$ cat config.mk
export PLATFORM = sky130hd
export DESIGN_NAME = can_log_line_parser
export DESIGN_NICKNAME = d
export VERILOG_FILES = /design/src/design/clp_pkg.sv /design/src/design/clp_front.sv /design/src/design/clp_queue.sv /design/src/design/clp_back.sv /design/src/design/can_log_line_parser.sv
export SDC_FILE = /design/constraint.sdc
export NUM_CORES = 1
export LEC_CHECK = 0
export ABC_AREA = 1
export BUFFER_PORTS_ARGS = -buffer_cell sky130_fd_sc_hd__buf_2
export CAP_MARGIN = 0
export CORE_UTILIZATION = 23
export CTS_CLUSTER_DIAMETER = 40
export DETAILED_ROUTE_END_ITERATION = 7
export HOLD_SLACK_MARGIN = 0.15
export PLACE_DENSITY = 0.34
export RECOVER_POWER = 50
export SLEW_MARGIN = 30
export SYNTH_ARGS = -nofsm -noshare
export SYNTH_HDL_FRONTEND = slang
export SYNTH_SLANG_ARGS = --single-unit
$ cat constraint.sdc
create_clock -name clk -period 5.2 [get_ports clk]
set_input_delay 1.04 -clock clk [delete_from_list [all_inputs] [get_ports clk]]
set_output_delay 1.04 -clock clk [all_outputs]
set_load 0.005 [all_outputs]
$ cat src/design/clp_pkg.sv
// Shared types and constants for the CAN log line parser.
package clp_pkg;

	// Largest length accepted inside the brackets
	localparam logic [3:0] MAX_LEN = 4'd8;

	// Largest standard identifier
	localparam logic [31:0] ID_STD_MAX = 32'h0000_07FF;

	// Identifier token length limit
	localparam logic [3:0] ID_TOK_MAX = 4'd15;

	// Identifier tokens longer than this are extended
	localparam logic [3:0] ID_STD_TOK = 4'd3;

	// Character queue between front and back
	localparam int QDEPTH = 4;
	localparam int QAW = $clog2(QDEPTH);

	localparam logic [7:0] CH_HASH = 8'h23;
	localparam logic [7:0] CH_LBR  = 8'h5B;
	localparam logic [7:0] CH_RBR  = 8'h5D;
	localparam logic [7:0] CH_XLO  = 8'h78;
	localparam logic [7:0] CH_XUP  = 8'h58;

	// One classified character word
	typedef struct packed {
		logic       eol;
		logic       ws;
		logic       hex;
		logic       dec;
		logic       x;
		logic       hash;
		logic       lbr;
		logic       rbr;
		logic [3:0] val;
	} tok_t;

endpackage

$ cat src/design/clp_front.sv
// Front end: takes characters, classifies them, and feeds the token queue.
module clp_front (
	input  logic          clk,
	input  logic          arst_n,
	input  logic [7:0]    char_code,
	input  logic          line_end,
	input  logic          line_valid,
	output logic          line_ready,
	input  logic          q_full,
	output logic          push,
	output clp_pkg::tok_t tok_s1
);

	logic          valid_s1;
	clp_pkg::tok_t tok_c;

	always_comb begin
		tok_c = '0;
		tok_c.eol  = line_end;
		tok_c.ws   = (char_code == 8'd32) || (char_code >= 8'd9 && char_code <= 8'd13);
		tok_c.x    = (char_code == clp_pkg::CH_XLO) || (char_code == clp_pkg::CH_XUP);
		tok_c.hash = (char_code == clp_pkg::CH_HASH);
		tok_c.lbr  = (char_code == clp_pkg::CH_LBR);
		tok_c.rbr  = (char_code == clp_pkg::CH_RBR);
		if (char_code >= 8'h30 && char_code <= 8'h39) begin
			tok_c.hex = 1'b1;
			tok_c.dec = 1'b1;
			tok_c.val = 4'(char_code - 8'h30);
		end else if (char_code >= 8'h61 && char_code <= 8'h66) begin
			tok_c.hex = 1'b1;
			tok_c.val = 4'(char_code - 8'h57);
		end else if (char_code >= 8'h41 && char_code <= 8'h46) begin
			tok_c.hex = 1'b1;
			tok_c.val = 4'(char_code - 8'h37);
		end
	end

	assign push       = valid_s1 && !q_full;
	assign line_ready = !valid_s1 || !q_full;

	always_ff @(posedge clk or negedge arst_n) begin
		if (!arst_n) begin
			valid_s1 <= 1'b0;
		end else if (line_ready) begin
			valid_s1 <= line_valid;
		end
	end

	always_ff @(posedge clk) begin
		if (line_ready && line_valid) begin
			tok_s1 <= tok_c;
		end
	end

endmodule

$ cat src/design/clp_queue.sv
// Short FIFO of classified character words between front and back.
module clp_queue (
	input  logic          clk,
	input  logic          arst_n,
	input  logic          push,
	input  clp_pkg::tok_t push_tok,
	output logic          full,
	input  logic          pop,
	output logic          head_valid,
	output clp_pkg::tok_t head_tok
);

	clp_pkg::tok_t                mem_q [clp_pkg::QDEPTH];
	logic [clp_pkg::QAW-1:0]      wr_ptr_q;
	logic [clp_pkg::QAW-1:0]      rd_ptr_q;
	logic [clp_pkg::QAW:0]        count_q;

	assign full       = (count_q == (clp_pkg::QAW+1)'(clp_pkg::QDEPTH));
	assign head_valid = (count_q != '0);
	assign head_tok   = mem_q[rd_ptr_q];

	always_ff @(posedge clk or negedge arst_n) begin
		if (!arst_n) begin
			wr_ptr_q <= '0;
			rd_ptr_q <= '0;
			count_q  <= '0;
		end else begin
			if (push) begin
				wr_ptr_q <= wr_ptr_q + 1'b1;
			end
			if (pop) begin
				rd_ptr_q <= rd_ptr_q + 1'b1;
			end
			unique case ({push, pop})
				2'b10:   count_q <= count_q + 1'b1;
				2'b01:   count_q <= count_q - 1'b1;
				default: count_q <= count_q;
			endcase
		end
	end

	always_ff @(posedge clk) begin
		if (push) begin
			mem_q[wr_ptr_q] <= push_tok;
		end
	end

endmodule

$ cat src/design/clp_back.sv
// Back end: line parser state machine and the result output register.
module clp_back (
	input  logic          clk,
	input  logic          arst_n,
	input  logic          head_valid,
	input  clp_pkg::tok_t head_tok,
	output logic          pop,
	output logic          result_valid,
	input  logic          result_ready,
	output logic          frame_valid,
	output logic [31:0]   frame_id,
	output logic          is_extended,
	output logic [3:0]    byte_count,
	output logic [63:0]   payload
);

	localparam logic [3:0] P_LEAD      = 4'd0;
	localparam logic [3:0] P_IFACE     = 4'd1;
	localparam logic [3:0] P_GAP1      = 4'd2;
	localparam logic [3:0] P_ID_PREFIX = 4'd3;
	localparam logic [3:0] P_ID_DIG    = 4'd4;
	localparam logic [3:0] P_ID_STOP   = 4'd5;
	localparam logic [3:0] P_GAP2      = 4'd6;
	localparam logic [3:0] P_LEN_GAP   = 4'd7;
	localparam logic [3:0] P_LEN_DIG   = 4'd8;
	localparam logic [3:0] P_LEN_CLOSE = 4'd9;
	localparam logic [3:0] P_B_GAP     = 4'd10;
	localparam logic [3:0] P_B_ZERO    = 4'd11;
	localparam logic [3:0] P_B_PREFIX  = 4'd12;
	localparam logic [3:0] P_B_DIG     = 4'd13;
	localparam logic [3:0] P_DONE      = 4'd14;

	logic [3:0]  phase_q, phase_d;
	logic [31:0] id_q, id_d;
	logic [3:0]  idlen_q, idlen_d;
	logic [3:0]  len_q, len_d;
	logic [3:0]  bidx_q, bidx_d;
	logic [7:0]  bacc_q, bacc_d;
	logic [63:0] data_q, data_d;
	logic        err_q, err_d;

	logic        out_free;
	logic        take_eol;

	// byte store helper signals
	logic [7:0]  fin_byte;
	logic        do_fin;
	logic [63:0] data_fin;
	logic        fin_done;
	logic [3:0]  bidx_inc;
	logic [6:0]  len_x10;

	// end-of-line result
	logic        res_valid;
	logic        in_byte;

	assign out_free = !result_valid || result_ready;
	assign pop      = head_valid && (!head_tok.eol || out_free);
	assign take_eol = pop && head_tok.eol;

	assign in_byte  = (phase_q == P_B_ZERO) || (phase_q == P_B_DIG) ||
		(phase_q == P_B_PREFIX);
	assign bidx_inc = bidx_q + 4'd1;
	assign fin_done = ({1'b0, bidx_q} + 5'd1) >= {1'b0, len_q};
	assign len_x10  = {len_q, 3'b000} + {2'b00, len_q, 1'b0};

	always_comb begin
		data_fin = data_q;
		for (int i = 0; i < 8; i++) begin
			if (bidx_q[2:0] == 3'(i)) begin
				data_fin[8*i +: 8] = data_q[8*i +: 8] | fin_byte;
			end
		end
	end

	always_comb begin
		phase_d  = phase_q;
		id_d     = id_q;
		idlen_d  = idlen_q;
		len_d    = len_q;
		bidx_d   = bidx_q;
		bacc_d   = bacc_q;
		data_d   = data_q;
		err_d    = err_q;
		fin_byte = bacc_q;
		do_fin   = 1'b0;

		unique case (phase_q)
			P_LEAD: begin
				if (!head_tok.ws) begin
					if (head_tok.hash) begin
						err_d   = 1'b1;
						phase_d = P_DONE;
					end else begin
						phase_d = P_IFACE;
					end
				end
			end
			P_IFACE: begin
				if (head_tok.ws) begin
					phase_d = P_GAP1;
				end
			end
			P_GAP1: begin
				if (!head_tok.ws) begin
					if (!head_tok.hex) begin
						err_d   = 1'b1;
						phase_d = P_DONE;
					end else begin
						idlen_d = 4'd1;
						id_d    = {28'd0, head_tok.val};
						phase_d = P_ID_DIG;
					end
				end
			end
			P_ID_PREFIX, P_ID_DIG, P_ID_STOP: begin
				if (head_tok.ws) begin
					phase_d = P_GAP2;
				end else if (idlen_q >= clp_pkg::ID_TOK_MAX) begin
					err_d   = 1'b1;
					phase_d = P_DONE;
				end else begin
					idlen_d = idlen_q + 4'd1;
					if (phase_q == P_ID_DIG) begin
						if (head_tok.hex) begin
							if (id_q[31:28] != 4'd0) begin
								err_d   = 1'b1;
								phase_d = P_DONE;
							end else begin
								id_d = {id_q[27:0], head_tok.val};
							end
						end else if (head_tok.x && idlen_q == 4'd1 && id_q == '0) begin
							phase_d = P_ID_PREFIX;
						end else begin
							phase_d = P_ID_STOP;
						end
					end else if (phase_q == P_ID_PREFIX) begin
						if (head_tok.hex) begin
							id_d    = {28'd0, head_tok.val};
							phase_d = P_ID_DIG;
						end else begin
							phase_d = P_ID_STOP;
						end
					end
				end
			end
			P_GAP2: begin
				if (!head_tok.ws) begin
					if (head_tok.lbr) begin
						phase_d = P_LEN_GAP;
					end else begin
						err_d   = 1'b1;
						phase_d = P_DONE;
					end
				end
			end
			P_LEN_GAP: begin
				if (!head_tok.ws) begin
					if (head_tok.dec && head_tok.val <= clp_pkg::MAX_LEN) begin
						len_d   = head_tok.val;
						phase_d = P_LEN_DIG;
					end else begin
						err_d   = 1'b1;
						phase_d = P_DONE;
					end
				end
			end
			P_LEN_DIG: begin
				if (head_tok.dec) begin
					if ((len_x10 + {3'd0, head_tok.val}) > {3'd0, clp_pkg::MAX_LEN}) begin
						err_d   = 1'b1;
						phase_d = P_DONE;
					end else begin
						len_d = 4'(len_x10 + {3'd0, head_tok.val});
					end
				end else if (head_tok.rbr) begin
					phase_d = (len_q == 4'd0) ? P_DONE : P_B_GAP;
				end else if (head_tok.ws) begin
					phase_d = P_LEN_CLOSE;
				end else begin
					err_d   = 1'b1;
					phase_d = P_DONE;
				end
			end
			P_LEN_CLOSE: begin
				if (!head_tok.ws) begin
					if (head_tok.rbr) begin
						phase_d = (len_q == 4'd0) ? P_DONE : P_B_GAP;
					end else begin
						err_d   = 1'b1;
						phase_d = P_DONE;
					end
				end
			end
			P_B_GAP: begin
				if (!head_tok.ws) begin
					if (!head_tok.hex) begin
						err_d   = 1'b1;
						phase_d = P_DONE;
					end else begin
						bacc_d  = {4'd0, head_tok.val};
						phase_d = (head_tok.val == 4'd0) ? P_B_ZERO : P_B_DIG;
					end
				end
			end
			P_B_ZERO, P_B_DIG: begin
				if (head_tok.hex) begin
					bacc_d  = {bacc_q[3:0], head_tok.val};
					phase_d = P_B_DIG;
				end else if (phase_q == P_B_ZERO && head_tok.x) begin
					phase_d = P_B_PREFIX;
				end else begin
					do_fin = 1'b1;
					if (fin_done) begin
						phase_d = P_DONE;
					end else if (head_tok.ws) begin
						phase_d = P_B_GAP;
					end else begin
						err_d   = 1'b1;
						phase_d = P_DONE;
					end
				end
			end
			P_B_PREFIX: begin
				if (head_tok.hex) begin
					bacc_d  = {4'd0, head_tok.val};
					phase_d = P_B_DIG;
				end else begin
					bacc_d   = 8'd0;
					fin_byte = 8'd0;
					do_fin   = 1'b1;
					phase_d  = P_DONE;
					if (!fin_done) begin
						err_d = 1'b1;
					end
				end
			end
			default: begin
			end
		endcase

		if (do_fin) begin
			data_d = data_fin;
			bidx_d = bidx_inc;
		end

		// End of line closes any byte still open and judges the line
		if (head_tok.eol) begin
			fin_byte = (phase_q == P_B_PREFIX) ? 8'd0 : bacc_q;
		end
	end

	always_comb begin
		if (!err_q && in_byte) begin
			res_valid = fin_done;
		end else begin
			res_valid = !err_q && (phase_q == P_DONE);
		end
	end

	always_ff @(posedge clk or negedge arst_n) begin
		if (!arst_n) begin
			phase_q      <= P_LEAD;
			id_q         <= '0;
			idlen_q      <= '0;
			len_q        <= '0;
			bidx_q       <= '0;
			bacc_q       <= '0;
			data_q       <= '0;
			err_q        <= 1'b0;
			result_valid <= 1'b0;
		end else begin
			if (take_eol) begin
				phase_q <= P_LEAD;
				id_q    <= '0;
				idlen_q <= '0;
				len_q   <= '0;
				bidx_q  <= '0;
				bacc_q  <= '0;
				data_q  <= '0;
				err_q   <= 1'b0;
			end else if (pop) begin
				phase_q <= phase_d;
				id_q    <= id_d;
				idlen_q <= idlen_d;
				len_q   <= len_d;
				bidx_q  <= bidx_d;
				bacc_q  <= bacc_d;
				data_q  <= data_d;
				err_q   <= err_d;
			end
			if (take_eol) begin
				result_valid <= 1'b1;
			end else if (result_ready) begin
				result_valid <= 1'b0;
			end
		end
	end

	// Result fields; all zero for a line that did not parse
	always_ff @(posedge clk) begin
		if (take_eol) begin
			frame_valid <= res_valid;
			if (res_valid) begin
				frame_id    <= id_q;
				is_extended <= (idlen_q > clp_pkg::ID_STD_TOK) ||
					(id_q > clp_pkg::ID_STD_MAX);
				byte_count  <= len_q;
				payload     <= (!err_q && in_byte) ? data_fin : data_q;
			end else begin
				frame_id    <= '0;
				is_extended <= 1'b0;
				byte_count  <= '0;
				payload     <= '0;
			end
		end
	end

endmodule

$ cat src/design/can_log_line_parser.sv
// Top level of the CAN log text line parser: front, token queue and back.
//
//   channel  | handshake                   | payload
//   ---------+-----------------------------+--------------------------------------
//   line in  | line_valid / line_ready     | char_code, line_end
//   result   | result_valid / result_ready | frame_valid, frame_id, is_extended,
//            |                             | byte_count, payload
//
// One character word per cycle sustained while the queue is not full. A word
// passes the classify register, the 4-entry token queue and the parser state
// machine; a result is registered when the back pops its line_end word.
// The back stalls only on a line_end word while the result register is full;
// the queue absorbs that so the input side keeps going until it fills.
// Reset (arst_n low) empties the queue and returns the parser to line start.
module can_log_line_parser (
	input  logic        clk,
	input  logic        arst_n,
	input  logic [7:0]  char_code,
	input  logic        line_end,
	input  logic        line_valid,
	output logic        line_ready,
	output logic        result_valid,
	input  logic        result_ready,
	output logic        frame_valid,
	output logic [31:0] frame_id,
	output logic        is_extended,
	output logic [3:0]  byte_count,
	output logic [63:0] payload
);

	// front to queue
	logic          push;
	logic          q_full;
	clp_pkg::tok_t tok_s1;

	// queue to back
	logic          pop;
	logic          head_valid;
	clp_pkg::tok_t head_tok;

	// Classify each character into a token word
	clp_front u_front (
		.clk        (clk),
		.arst_n     (arst_n),
		.char_code  (char_code),
		.line_end   (line_end),
		.line_valid (line_valid),
		.line_ready (line_ready),
		.q_full     (q_full),
		.push       (push),
		.tok_s1     (tok_s1)
	);

	// Decouples the front from stalls on the result side
	clp_queue u_queue (
		.clk        (clk),
		.arst_n     (arst_n),
		.push       (push),
		.push_tok   (tok_s1),
		.full       (q_full),
		.pop        (pop),
		.head_valid (head_valid),
		.head_tok   (head_tok)
	);

	// Parser state machine plus result register
	clp_back u_back (
		.clk          (clk),
		.arst_n       (arst_n),
		.head_valid   (head_valid),
		.head_tok     (head_tok),
		.pop          (pop),
		.result_valid (result_valid),
		.result_ready (result_ready),
		.frame_valid  (frame_valid),
		.frame_id     (frame_id),
		.is_extended  (is_extended),
		.byte_count   (byte_count),
		.payload      (payload)
	);

endmodule
==> flow_summary.ini, run 1 <==
[floorplanning]
fp.dieArea_mm2 = 0.0609
io_pins = 117
core_footprint_mm2 = 0.0591
chipWidth_um = 247
initial_utilization_pct = 23.3
num_rows = 89
die-height_um = 247

[worst_setup_path]
critical_path.endpoint_type = register
critical_path_class = register to register
regToRegSetupSlack_ns = 1.74
startpoint_type = register
crit_arrival_ns = 3.94
critPathMaxFanout = 14
worst_ep_required_time_ns = 5.68

[clock_tree]
clock_slew_at_the_register_clock_pins_of_the_worst_setup_and_hold_paths_ns = 0.05
post-cts-setup-buffer-count = 0
clockRootBuffer = clkbuf_16
tritoncts_clock_tree = built
ctsLongestPathBuffers = 3
cts.sink_count = 292
h_tree_lvls = 2
cts-buffers-inserted = 56
post_cts_resize_count = 0
hold_buffers = 0
clk_latency_ns = 0.60

[route]
ant_nets = 0
number_of_iterations_in_the_first_detailed_routing_pass = 7
detail_route.drc_violations = 15
vias = 10500
routed_wirelength_um = 39500
drt_iter0_drc = 683
post_drt_via_cell_ratio = 4.39
route.detailed.wl_per_inst_um = 16.4

[sta]
max_freq_mhz = 289
rsz0062_at_grt = false
worst_pin_slew_ns = 2.20
maxSlewViolCount = 71
post-route-min-period_ns = 3.46
timing.final.crit_share_pct = 66.5
timing.setup.tns_ns = 0
whs_ns = 0.419
slew_headroom_pct = -46.7
worst_clock_skew_ns = 0.0165
final_hold_viol_count = 0
setup-violations-final = 0

[synth]
synth_fp_nets = 1506
synth_top_family_by_area = simple AND/OR/NAND/NOR gates
synth_xor_area_share_pct = 0.508
dominant_cell_by_count_in_the_synthesized_netlist = nand3_1
ys_seq_area_share_pct = 58.9
yosys.area.top_type_share_pct = 35.3
flop_and_latch_count_out_of_synthesis = 292
synth_simple_gate_area_share_pct = 19.1
yosys_warnings = 0
synth_edf_count = 162
ys.flop_type = edfxtp_1
syn_area_mm2 = 0.0138
synth.area.top_cells = edfxtp_1 (35%), dfrtp_1 (24%), nand3_1 (9.4%), a21oi_1 (5.5%), inv_1 (5.3%)
postSynthAreaPerCell_um2 = 9.43
synth_compound_area_share_pct = 9.69
ys_top_cells_by_count = nand3_1 (258), inv_1 (196), nand2_1 (181), edfxtp_1 (162), a21oi_1 (151)
ys_async_sr_fraction_pct = 44.5
top_cell_type_by_total_area_after_synthesis = edfxtp_1
synth-adder-area-share_pct = 3.07
post_synth_num_cell_types = 40
post_synth_mux_area_share_pct = 0
netlist_instances = 1461

[status]
failed_checks = design-rule violations, max-capacitance violations, max-slew violations
run_status = finished with violations

[global_routing]
number_of_global_route_vias_before_repair = 10400
antenna_found_initial = 0
grtUsageTotal_pct = 13.0
grt_start_max_net_pins = 169
global_route_wire_length_before_repair_um = 61700
global_route.overflow_total = 0

[power_and_ir_drop]
power.static_leakage_nw = 6.73
vdd_ir_drop_max_mv = 0.509
pwr_density_cell_mw_per_mm2 = 668

[run]
cap_viol_max_count = 2

[finish]
nets_final = 1627
area_delta_synth_final_pct = 23.1
sequential_cell_area_mm2 = 0.00812
area_of_combinational_cells_with_multiple_inputs_mm2 = 0.00447
fill_cells = 6260
diodes = 0
post_route_cells_drive_above_1_share_pct = 11.3

[worst_hold_path]
hold_class = input port to async pin

[placement]
detailedPlacementHpwl_um = 24800
place_congestion = 0.843
placement.io_buffers = 116
[final cells by class]
type / instances / share of cell area [%]
multi-input cells: 888 / 26.3
repair buffers: 144 / 4.37
clock buffers: 64 / 8.62
flip-flops and latches: 292 / 47.9
well taps: 773 / 5.70
clock inverters: 42 / 2.66
inverters: 200 / 4.46
[final timing paths]
path                                              endpoint  cells past startpoint                             from
setup / recovery             u_back.phase_q[1]$_DFFE_PN0P_                     17  u_queue.rd_ptr_q[1]$_DFFE_PN0P_
hold / removal               u_back.data_q[48]$_DFFE_PN0P_                      1                           arst_n
setup reg to reg             u_back.phase_q[1]$_DFFE_PN0P_                     17  u_queue.rd_ptr_q[1]$_DFFE_PN0P_
hold reg to reg                   u_back.err_q$_DFFE_PN0P_                      2         u_back.err_q$_DFFE_PN0P_
max in group asynchronous  u_queue.wr_ptr_q[1]$_DFFE_PN0P_                      2                           arst_n
min in group clk                  u_back.err_q$_DFFE_PN0P_                      2         u_back.err_q$_DFFE_PN0P_
[logic make-up after synthesis]
logic type               Yosys count
flip-flops                       292
XOR/XNOR                           8
buffers and inverters            281
adder cells (fa/ha/maj)           32
AND/OR/NAND/NOR                  589
AO/OA/AOI/OAI                    259
[power breakdown]
group / switching [mW] / internal, mW
Combinational: 2.97 / 1.07
Clock: 1.33 / 2.30
Sequential: 0.323 / 3.34
Total: 4.62 / 6.71
[sequential cells by signal, summed over array words and instances, names as in the netlist, 2 cells and up]
signal	count
u_back.data_q	64
u_back.payload	64
u_queue.mem_q	48
u_back.frame_id	32
u_back.id_q	32
u_front.tok_s1	12
u_back.bacc_q	8
u_back.bidx_q	4
u_back.byte_count	4
u_back.idlen_q	4
u_back.len_q	4
u_back.phase_q	4
u_queue.count_q	3
u_queue.rd_ptr_q	2
u_queue.wr_ptr_q	2
[per-stage QoR]
step / instances / power [mW] / instance area, um2 / worst slack [ns] / util [%]
global route: 2403 / 12.2 / 17000 / 1.43 / 28.7
finish: 2403 / 11.3 / 17000 / 1.74 / 28.7
global placement: 2297 / 7.90 / 15200 / 1.73 / 25.6
detailed placement: 2297 / 7.91 / 15200 / 1.70 / 25.6
CTS: 2403 / 11.6 / 17100 / 1.69 / 28.9
floorplan: 1461 / 6.32 / 13800 / 0.174 / -
[cell usage in the layout (no fill, tap or decap), drive strengths merged]
master,Yosys,routed
a21oi,151,151
a31oi,2,2
buf,53,73
bufinv,0,5
clkbuf,28,135
clkinv,2,21
clkinvlp,0,7
dfrtp,130,130
edfxtp,162,162
fa,3,3
ha,29,29
inv,198,209
nand2,184,184
nand3,260,260
nand3b,1,1
nand4,21,21
nor2,115,115
nor3,4,4
nor4,2,2
o2111ai,1,1
o21a,1,1
o21ai,93,93
o21bai,1,1
o221ai,1,1
o22ai,4,4
o311ai,1,1
o31ai,3,3
o32ai,1,1
or2,2,2
xnor2,1,1
xor2,7,7
[worst max-delay path, cell delays in order, from the launching register on]
cell	delay, ns
dfrtp_1	0.35
buf_4	0.19
inv_1	0.34
nand3_1	0.13
nand2_1	0.17
inv_1	0.13
ha_1	0.29
ha_1	0.23
fa_1	0.40
xor2_1	0.18
a21oi_1	0.10
o21ai_0	0.09
nor2_1	0.15
nand2_1	0.11
nand3_1	0.26
nor2_1	0.09
nand2_1	0.09
nand2_1	0.05
[layer usage]
| layer | global-route usage [%] | routed length [um] |
|---|---|---|
| met3 | 2.57 | 1770 |
| met2 | 19.8 | 17600 |
| met5 | 0 | 0 |
| met1 | 18.5 | 19300 |
| met4 | 3.90 | 820 |
Note: power is estimated with default switching activity, not from simulation.
==> run 2, diff against run 1 <==
Settings changed: PLACE_DENSITY 0.34 to 0.35.
Clock period 5.2 ns to 3 ns, I/O delays scaled along.
==> run 2 against run 1 <==
  * The run still ends with design-rule violations, max-capacitance violations, max-slew violations left
  * Clock skew up 0.011 ns
  * Non-clock buffer count up 38
  * Core utilization up 0.94 points
  * Global-route usage down 0.075 points
  * Sequential power up 72%
  * Via count up 2.5%
  * Highest routed layer unchanged
  * Hold slack worse by 0.20 ns
==> flow_summary.ini, run 2 (synthesis results as in run 1) <==
[status]
run_status = finished with violations
failed_checks = design-rule violations, max-capacitance violations, max-slew violations

[placement]
place_congestion = 0.839
detailedPlacementHpwl_um = 25800
post_place_instance_area_mm2 = 0.0155
placement.io_buffers = 116
placedCellCount = 2329

[route]
vias = 10800
number_of_iterations_in_the_first_detailed_routing_pass = 7
ant_nets = 0
routed_wirelength_um = 39300
detail_route.drc_violations = 22
route.detailed.wl_per_inst_um = 16.1
post_drt_via_cell_ratio = 4.43
drt_iter0_drc = 665

[power_and_ir_drop]
vdd_ir_drop_max_mv = 0.575
pwr_density_cell_mw_per_mm2 = 1190
power.static_leakage_nw = 7.03

[sta]
slew_headroom_pct = -18.2
final_hold_viol_count = 0
worst_clock_skew_ns = 0.0273
worst_pin_slew_ns = 1.77
timing.final.crit_share_pct = 92.7
setup-violations-final = 0
max_freq_mhz = 359
post-route-min-period_ns = 2.78
whs_ns = 0.224
timing.setup.tns_ns = 0
maxSlewViolCount = 61

[finish]
nets_final = 1665
area_delta_synth_final_pct = 27.1
diodes = 0
fin_area_mm2 = 0.0175
instances_no_fill = 2440
post_route_cells_drive_above_1_share_pct = 14.2
mostFrequentLayoutCell = nand3_1
largest_registers = u_back.data_q x64, u_back.payload x64, u_queue.mem_q x48
most_used_cells_in_the_layout_excluding_fill_and_tap_cells = nand3_1 (256), inv_1 (193), nand2_1 (178)

[clock_tree]
tritoncts_clock_tree = built
ctsLongestPathBuffers = 3
cts.sink_count = 292
h_tree_lvls = 2
cts-buffers-inserted = 55
clk_latency_ns = 0.61
clockRootBuffer = clkbuf_16
clock_slew_at_the_register_clock_pins_of_the_worst_setup_and_hold_paths_ns = 0.05

[worst_setup_path]
r2r_worst_path_depth = 16
crit_arrival_ns = 3.25
startpoint_type = register
critPathMaxFanout = 8
critical_path.endpoint_type = register
critical_path_class = register to register
worst_ep_required_time_ns = 3.47

[floorplanning]
die-height_um = 247
fp.dieArea_mm2 = 0.0609
io_pins = 117
num_rows = 89
initial_utilization_pct = 23.3
chipWidth_um = 247
core_footprint_mm2 = 0.0591

[run]
cap_viol_max_count = 1

[global_routing]
global_route_wire_length_before_repair_um = 61900
global_route.overflow_total = 0
antenna_found_initial = 0
grtUsageTotal_pct = 13.0
number_of_global_route_vias_before_repair = 10600
grt_start_max_net_pins = 72

[worst_hold_path]
hold_class = input port to register
holdPathStages = 3
==> run 2: changes by cell type in the layout (fill, tap and decap cells not counted), sizes merged <==
cell | before | now
dlygate4sd3 | 0 | 2
bufinv | 5 | 10
clkinv | 21 | 15
clkbuf | 135 | 129
inv | 209 | 215
buf | 73 | 109
==> run 2: metal layers <==
metal / up-vias / wire length, um / GRT usage (%) / share of wire [%]
met1: 5228 / 19000 / 18.0 / 48
met4: 0 / 941 / 4.27 / 2.4
met2: 232 / 17600 / 20.1 / 45
met5: - / 0 / 0 / 0
li1: 5284 / - / - / -
met3: 68 / 1810 / 2.54 / 4.6
==> run 2: through the flow <==
step	setup WS (ns)	utilization, %	total power, mW
final	0.218	29.6	20.8
after global routing	-0.00109	29.6	22.2
after CTS	0.0257	29.7	21.1
after detailed placement	0.0174	26.2	14.2
after global placement	0.0826	26.2	14.2
after floorplan	0.0512	-	10.9
==> run 2: timing repair <==
item,CTS,global route
gates cloned,0,1
setup buffers,0,4
pin swaps,0,2
gates resized for setup,1,14
endpoints found under the hold margin,59,0
hold buffers,2,0
endpoints found under the setup margin,1,9
==> run 2: critical path, cell delays in order, from the launching register on <==
cell,delay (ns)
dfrtp_2,0.48
clkinv_4,0.09
nand2_1,0.05
nand3_1,0.08
nand2_2,0.07
fa_1,0.47
inv_1,0.07
fa_2,0.41
xor2_1,0.16
a21oi_1,0.11
o21ai_1,0.09
nor2_2,0.14
nor2_1,0.05
nor2_1,0.11
nand2_2,0.12
nand2_1,0.08
o21ai_0,0.08
==> run 2: report_power, final <==
part	leakage (nW)	total (mW)	internal, mW	switching (mW)
clock network	0.979	6.78	4.39	2.40
logic	2.71	7.69	2.37	5.32
registers	3.34	6.30	5.75	0.545
total	7.03	20.8	12.5	8.26
==> run 2: cell type report <==
type / count / area [um2]
fill: 6223 / 41600
clock inverter: 46 / 643
tap: 773 / 967
sequential: 292 / 8120
clock buffer: 58 / 1410
timing repair buffer: 182 / 1120
inverter: 200 / 761
multi-input combinational: 888 / 4490
timing repair inverter: 1 / 6.26
==> run 2: final timing paths <==
check | from | end | slack (ns)
max reg2reg | u_queue.rd_ptr_q[0]$_DFFE_PN0P_ | u_back.len_q[0]$_DFFE_PN0P_ | 0.22
max | u_queue.rd_ptr_q[0]$_DFFE_PN0P_ | u_back.len_q[0]$_DFFE_PN0P_ | 0.22
min | line_valid | u_front.valid_s1$_DFFE_PN0N_ | 0.22
max in group asynchronous | arst_n | u_back.id_q[28]$_DFFE_PN0P_ | 0.44
min reg2reg | u_back.err_q$_DFFE_PN0P_ | u_back.err_q$_DFFE_PN0P_ | 0.48
min in group asynchronous | arst_n | u_back.data_q[52]$_DFFE_PN0P_ | 0.99
